$ cat config.mk
export PLATFORM = sky130hd
export DESIGN_NAME = ocp_fifo
export DESIGN_NICKNAME = d
export VERILOG_FILES = /design/src/hw/rtl/ocp_pkg.sv /design/src/hw/rtl/ocp_fifo.sv
export SDC_FILE = /design/constraint.sdc
export NUM_CORES = 1
export LEC_CHECK = 0
export ABC_CLOCK_PERIOD_IN_PS = 14200
export BUFFER_PORTS_ARGS = -buffer_cell sky130_fd_sc_hd__clkbuf_2
export CORE_AREA = 2 2 183 185
export DETAILED_ROUTE_END_ITERATION = 10
export DIE_AREA = 0 0 185 187
export GPL_TIMING_DRIVEN = 0
export SETUP_SLACK_MARGIN = 0.5
export SKIP_CTS_REPAIR_TIMING = 1
export SLEW_MARGIN = 20
export SYNTH_ARGS = -nofsm -noshare
export SYNTH_HDL_FRONTEND = slang
export SYNTH_SLANG_ARGS = --single-unit
export TNS_END_PERCENT = 20
$ cat constraint.sdc
create_clock -name i_clk -period 14.2 [get_ports i_clk]
set_clock_uncertainty 0.05 [all_clocks]
set_input_delay 1.42 -clock i_clk [delete_from_list [all_inputs] [get_ports i_clk]]
set_output_delay 1.42 -clock i_clk [all_outputs]
set_load 0.01 [all_outputs]
$ cat src/hw/rtl/ocp_pkg.sv
// ----------------------------------------------------------------------------
// ocp_pkg
// Types, constants and small arithmetic helpers of the orbit camera core.
// ----------------------------------------------------------------------------
`default_nettype none

package ocp_pkg;

    // Event codes carried in the action field
    typedef enum logic [1:0] {
        ACT_OTHER  = 2'd0,
        ACT_WHEEL  = 2'd1,
        ACT_MOTION = 2'd2,
        ACT_RESET  = 2'd3
    } t_action;

    // Configuration register indexes
    localparam logic [7:0] CFG_ZOOM  = 8'd0;
    localparam logic [7:0] CFG_PITCH = 8'd1;

    localparam logic signed [31:0] ZOOM_RESET  = 32'sd655360;
    localparam logic signed [15:0] PITCH_RESET = 16'sd0;
    localparam logic signed [17:0] PITCH_LIM   = 18'sd22784;

    // Angles in degrees, Q16.16
    localparam logic signed [26:0] DEG360 = 27'sd23592960;
    localparam logic signed [26:0] DEG180 = 27'sd11796480;
    localparam logic signed [26:0] DEG90  = 27'sd5898240;

    localparam logic signed [32:0] CORDIC_K = 33'sd652032874;
    localparam logic [32:0] RECIP10 = 33'd429496730;

    typedef struct packed {
        t_action            action;
        logic signed [15:0] wheel_amount;
        logic signed [15:0] move_x;
        logic signed [15:0] move_y;
        logic               button_left;
        logic               button_middle;
        logic               button_right;
        logic signed [31:0] char_x;
        logic signed [31:0] char_y;
        logic signed [31:0] char_z;
    } t_in_item;

    typedef struct packed {
        logic signed [31:0] cam_x;
        logic signed [31:0] cam_y;
        logic signed [31:0] cam_z;
        logic signed [15:0] dir_x;
        logic signed [15:0] dir_y;
        logic signed [15:0] dir_z;
        logic signed [15:0] pitch_now;
        logic signed [31:0] zoom_now;
        logic        [24:0] orbit_now;
    } t_out_item;

    typedef struct packed {
        logic [7:0]  reg_index;
        logic [31:0] wdata;
    } t_cfg_word;

    // Snapshot handed from the front end to the back end
    typedef struct packed {
        logic signed [31:0] zoom;
        logic signed [15:0] pitch;
        logic        [24:0] orbit;
        logic signed [31:0] cx;
        logic signed [31:0] cy;
        logic signed [31:0] cz;
    } t_job;

    typedef struct packed {
        logic               neg;
        logic signed [26:0] ang;
    } t_red;

    typedef enum logic [1:0] {
        FE_IDLE,
        FE_CALC,
        FE_PUSH
    } t_fe_state;

    typedef enum logic [3:0] {
        BE_IDLE,
        BE_COR,
        BE_MH,
        BE_MV,
        BE_MX,
        BE_MZ,
        BE_GEO,
        BE_NORM,
        BE_SQ0,
        BE_SQ1,
        BE_SQ2,
        BE_SQ3,
        BE_SQRT,
        BE_DINIT,
        BE_DIV,
        BE_OUT
    } t_be_state;

    // atan(2^-i) in degrees, Q16.16
    function automatic logic [21:0] atan_deg(input logic [4:0] i);
        case (i)
            5'd0:    return 22'd2949120;
            5'd1:    return 22'd1740967;
            5'd2:    return 22'd919879;
            5'd3:    return 22'd466945;
            5'd4:    return 22'd234379;
            5'd5:    return 22'd117304;
            5'd6:    return 22'd58666;
            5'd7:    return 22'd29335;
            5'd8:    return 22'd14668;
            5'd9:    return 22'd7334;
            5'd10:   return 22'd3667;
            5'd11:   return 22'd1833;
            5'd12:   return 22'd917;
            5'd13:   return 22'd458;
            5'd14:   return 22'd229;
            5'd15:   return 22'd115;
            5'd16:   return 22'd57;
            5'd17:   return 22'd29;
            5'd18:   return 22'd14;
            5'd19:   return 22'd7;
            5'd20:   return 22'd4;
            5'd21:   return 22'd2;
            5'd22:   return 22'd1;
            default: return 22'd0;
        endcase
    endfunction

    // Floor of n/10 by reciprocal multiply, exact below 2^30
    function automatic logic [26:0] div10(input logic [29:0] n);
        logic [62:0] p;
        p = 63'(n) * 63'(RECIP10);
        return p[58:32];
    endfunction

    function automatic logic signed [31:0] sat32(input logic signed [35:0] v);
        if (v > 36'sd2147483647) begin
            return 32'sh7fffffff;
        end else if (v < -36'sd2147483648) begin
            return 32'sh80000000;
        end
        return v[31:0];
    endfunction

    function automatic logic signed [15:0] clamp_pitch(input logic signed [17:0] v);
        if (v > PITCH_LIM) begin
            return PITCH_LIM[15:0];
        end else if (v < -PITCH_LIM) begin
            return 16'(-PITCH_LIM);
        end
        return v[15:0];
    endfunction

    // Fold an angle in (-180, 360) degrees into +-90 with a sign flag
    function automatic t_red reduce_angle(input logic signed [26:0] a);
        t_red               r;
        logic signed [26:0] t;
        t     = a;
        r.neg = 1'b0;
        if (t >= DEG180) begin
            t = t - DEG360;
        end
        if (t > DEG90) begin
            t     = t - DEG180;
            r.neg = 1'b1;
        end else if (t < -DEG90) begin
            t     = t + DEG180;
            r.neg = 1'b1;
        end
        r.ang = t;
        return r;
    endfunction

    // Round a Q2.30 product back to the operand format
    function automatic logic signed [34:0] rnd30(input logic signed [65:0] p);
        logic signed [65:0] t;
        t = p + 66'sd536870912;
        return 35'(t >>> 30);
    endfunction

endpackage

`default_nettype wire

$ cat src/hw/rtl/ocp_fifo.sv
// ----------------------------------------------------------------------------
// ocp_fifo
// Two-entry job queue between the front end and the back end.
// ----------------------------------------------------------------------------
`default_nettype none

module ocp_fifo (
    input  wire logic           i_clk,
    input  wire logic           i_rst_n,
    input  wire logic           i_push,
    input  ocp_pkg::t_job       i_job,
    output logic                o_full,
    input  wire logic           i_pop,
    output ocp_pkg::t_job       o_job,
    output logic                o_empty
);

    ocp_pkg::t_job r_mem [2];
    logic          r_wp, r_rp;
    logic [1:0]    r_cnt;

    assign o_full  = (r_cnt == 2'd2);
    assign o_empty = (r_cnt == 2'd0);
    assign o_job   = r_mem[r_rp];

    // Advance pointers and count
    always_ff @(posedge i_clk) begin
        if (!i_rst_n) begin
            r_wp  <= 1'b0;
            r_rp  <= 1'b0;
            r_cnt <= 2'd0;
        end else begin
            if (i_push) r_wp <= ~r_wp;
            if (i_pop)  r_rp <= ~r_rp;
            if (i_push && !i_pop) begin
                r_cnt <= r_cnt + 2'd1;
            end else if (i_pop && !i_push) begin
                r_cnt <= r_cnt - 2'd1;
            end
        end
    end

    // Store the pushed word
    always_ff @(posedge i_clk) begin
        if (i_push) begin
            r_mem[r_wp] <= i_job;
        end
    end

endmodule

`default_nettype wire

==> run_results.csv <==
group,metric,value,unit
drt,routed-via-count,6424,
clock_tree,numCtsBuffers,36,
cells_and_area,layout.nets,1115,
die,initial_core_util,0.390,
status,outcome,"finished, final reports clean",
timing,layout_min_cycle_time,3340,ps
power_and_ir_drop,p_per_area,139,nW/um^2
drt,antenna_left,0,
drt,wl,25600,um
timing,slew_violations,0,
drt,viasPerCell,4.54,
clock_tree,cts-root-buf,"clkbuf_16",
worst_setup_path,cp_num_buf_inv,4,
clock_tree,clockBufferDepth,3,
power_and_ir_drop,leakagePower,6.45,nW
die,rows,67,
yosys,synth-seq-area-share,0.799,
worst_setup_path,cpLargestDelayFamily,"buffers and inverters",
yosys,synth_edf_count,338,
place,dp_hpwl,17900,um
drt,remaining_drc_errors,0,
grt,grt_usage,0.146,
timing,hold_viol_final,0,
worst_setup_path,path_class,"reg -> out",
die,chipHeight,187,um
worst_setup_path,startpoint_type,"flop",
worst_setup_path,cp_slowest_stage_delay,320,ps
worst_setup_path,slowest_stage,"dfxtp_1",
yosys,ys_types,17,
cells_and_area,final_cell_mix,"343 x clkbuf_2, 338 x edfxtp_1, 101 x mux2_4",
yosys,synthXorXnorAreaFrac,0.00205,
timing,setup_viol,0,
drt,dr.pass1.iters,6,
worst_setup_path,end_kind,"output port",
timing,slew_headroom,0.504,
timing,min_period_over_period,0.235,
clock_tree,htree_levels,2,
worst_setup_path,worst-path-max-fanout,10,
yosys,async_reset_ff_frac,0,
cells_and_area,drive_gt1_frac,0.609,
yosys,netlist_area,12800,um^2
cells_and_area,area_delta_synth_final,28.2,%
yosys,synth.area.mux_share,0.178,
yosys,ys.flop_type,"edfxtp_1",
grt,grt_pass1_vias,6895,
clock_tree,clkTransAtPathRegs,50,ps
min_path,hp-class,"reg -> reg",
cells_and_area,fill_cells,2857,
worst_setup_path,crit_top_cell,"buf_6",
power_and_ir_drop,ir_worst_vdd,0.104,mV
yosys,synthAdderAreaFrac,0.000975,
grt,grt_max_degree,41,
yosys,syn_area_per_cell,23.4,um^2
yosys,synth_nets,722,
timing,grt_setup_unrepaired,"no",
clock_tree,insertion_delay,510,ps
place,dpl-instance-area,15400,um^2
die,ioPinCount,344,
grt,antenna_found_initial,3,
place,place.gp.congestion,0.699,
cells_and_area,final_area,16400,um^2
yosys,synth_top_family_by_area,"multiplexers",
yosys,syn_inst,548,
yosys,synth-simple-area-share,0.00419,
drt,drt_iter0_drc,299,
worst_setup_path,crit_chain,"buf_6 -> buf_6 -> buf_6 -> mux2_4 -> clkbuf_2",
cells_and_area,mostFrequentLayoutCell,"clkbuf_2",
clock_tree,cts_tree,"done",
flow_run,drv_cap,0,
yosys,ys_seq_elements,343,
timing,max_freq,299,MHz
place,port_buffers,343,
die,die_x,185,um
clock_tree,cts.sinks,343,
cells_and_area,postLayoutCoreUtil,0.500,
timing,worst_pin_slew,743,ps
worst_setup_path,cp.required,12730,ps
drt,drt-wirelength-per-cell,18.1,um
worst_setup_path,cp_data_arrival_time,1870,ps
die,core-area,32900,um^2
die,die_area,34600,um^2
grt,gr-total-overflow,0,
yosys,synth.yosys.warnings,0,
yosys,synth_compound_area_frac,0.00156,
grt,grt_pass1_wl,38500,um
==> through the flow <==
step	hold slack, ps	total power, mW	cells	worst slack (ps)	setup TNS (ps)
2_1_floorplan	423	1.37	548	4680	0
3_3_place_gp	449	1.48	1339	-574	-87900
3_5_place_dp	467	1.48	1351	10940	0
4_1_cts	484	2.33	1414	10770	0
5_1_grt	542	2.38	1415	10750	0
6_report	481	2.29	1415	10860	0
==> report_power, final <==
| group | internal, mW | switching [mW] |
|---|---|---|
| sequential | 1.17 | 0.0117 |
| clock | 0.477 | 0.362 |
| combinational | 0.137 | 0.131 |
| total | 1.78 | 0.505 |
==> state kept, by name, indices dropped and copies added (netlist names), named ones only <==
| name | cells |
|---|---|
| r_wp | 1 |
| r_rp | 1 |
| r_cnt | 2 |
| r_mem | 338 |
==> final timing paths <==
| path | cells after the start | slack (ps) | end | start |
|---|---|---|---|---|
| min | 2 | 480 | r_cnt[1]$_SDFFE_PN0P_ | r_cnt[1]$_SDFFE_PN0P_ |
| max reg2reg | 4 | 12240 | r_mem[0][106]$_DFFE_PP_ | r_wp$_SDFFE_PN0P_ |
| max | 5 | 10860 | o_job[71] | flop |
| min reg2reg | 2 | 480 | r_cnt[1]$_SDFFE_PN0P_ | r_cnt[1]$_SDFFE_PN0P_ |
==> layout make-up <==
class,instances,area [um^2],share of cell area
buffer,19,183,0.0111
clock buffer,47,963,0.0586
clock inverter,16,77.6,0.00472
multi-input combinational,185,2400,0.146
antenna,1,2.50,0.000152
timing repair buffer,355,2000,0.122
sequential,343,10200,0.623
inverter,1,3.75,0.000228
tap,448,561,0.0341
==> synth_stat cells, types with 2 or more instances <==
cell type / number / area share
buf_2: 5 / 0.0019
xor2_1: 2 / 0.0014
and2_1: 4 / 0.0019
nor2b_1: 3 / 0.0015
mux2_4: 101 / 0.12
edfxtp_1: 338 / 0.79
buf_6: 14 / 0.012
mux2_2: 68 / 0.060
dfxtp_1: 5 / 0.0078
==> logic make-up (layout without fill, tap and decap cells) <==
kind of cell	Yosys count	count (layout)
AOI/OAI and AO/OA	3	3
xor gates and xnor gates	3	3
adders and majority gates	1	1
buffers and inverters	20	438
DFF	343	343
muxes	169	169
other	0	1
and+or+nand+nor	9	9
==> tightest hold or removal path, stage by stage, from the launching register on <==
cell and delay, ps:
dfxtp_1 330, o21ai_0 70, a21boi_0 80
==> metal layers <==
layer	track usage	vias up	share of wire
li1	-	2978	-
met2	0.248	268	0.49
met3	0.0662	43	0.11
met5	0	-	0.00098
met1	0.164	3131	0.38
met4	0.0424	4	0.022
(Power assumes the default switching activity.)
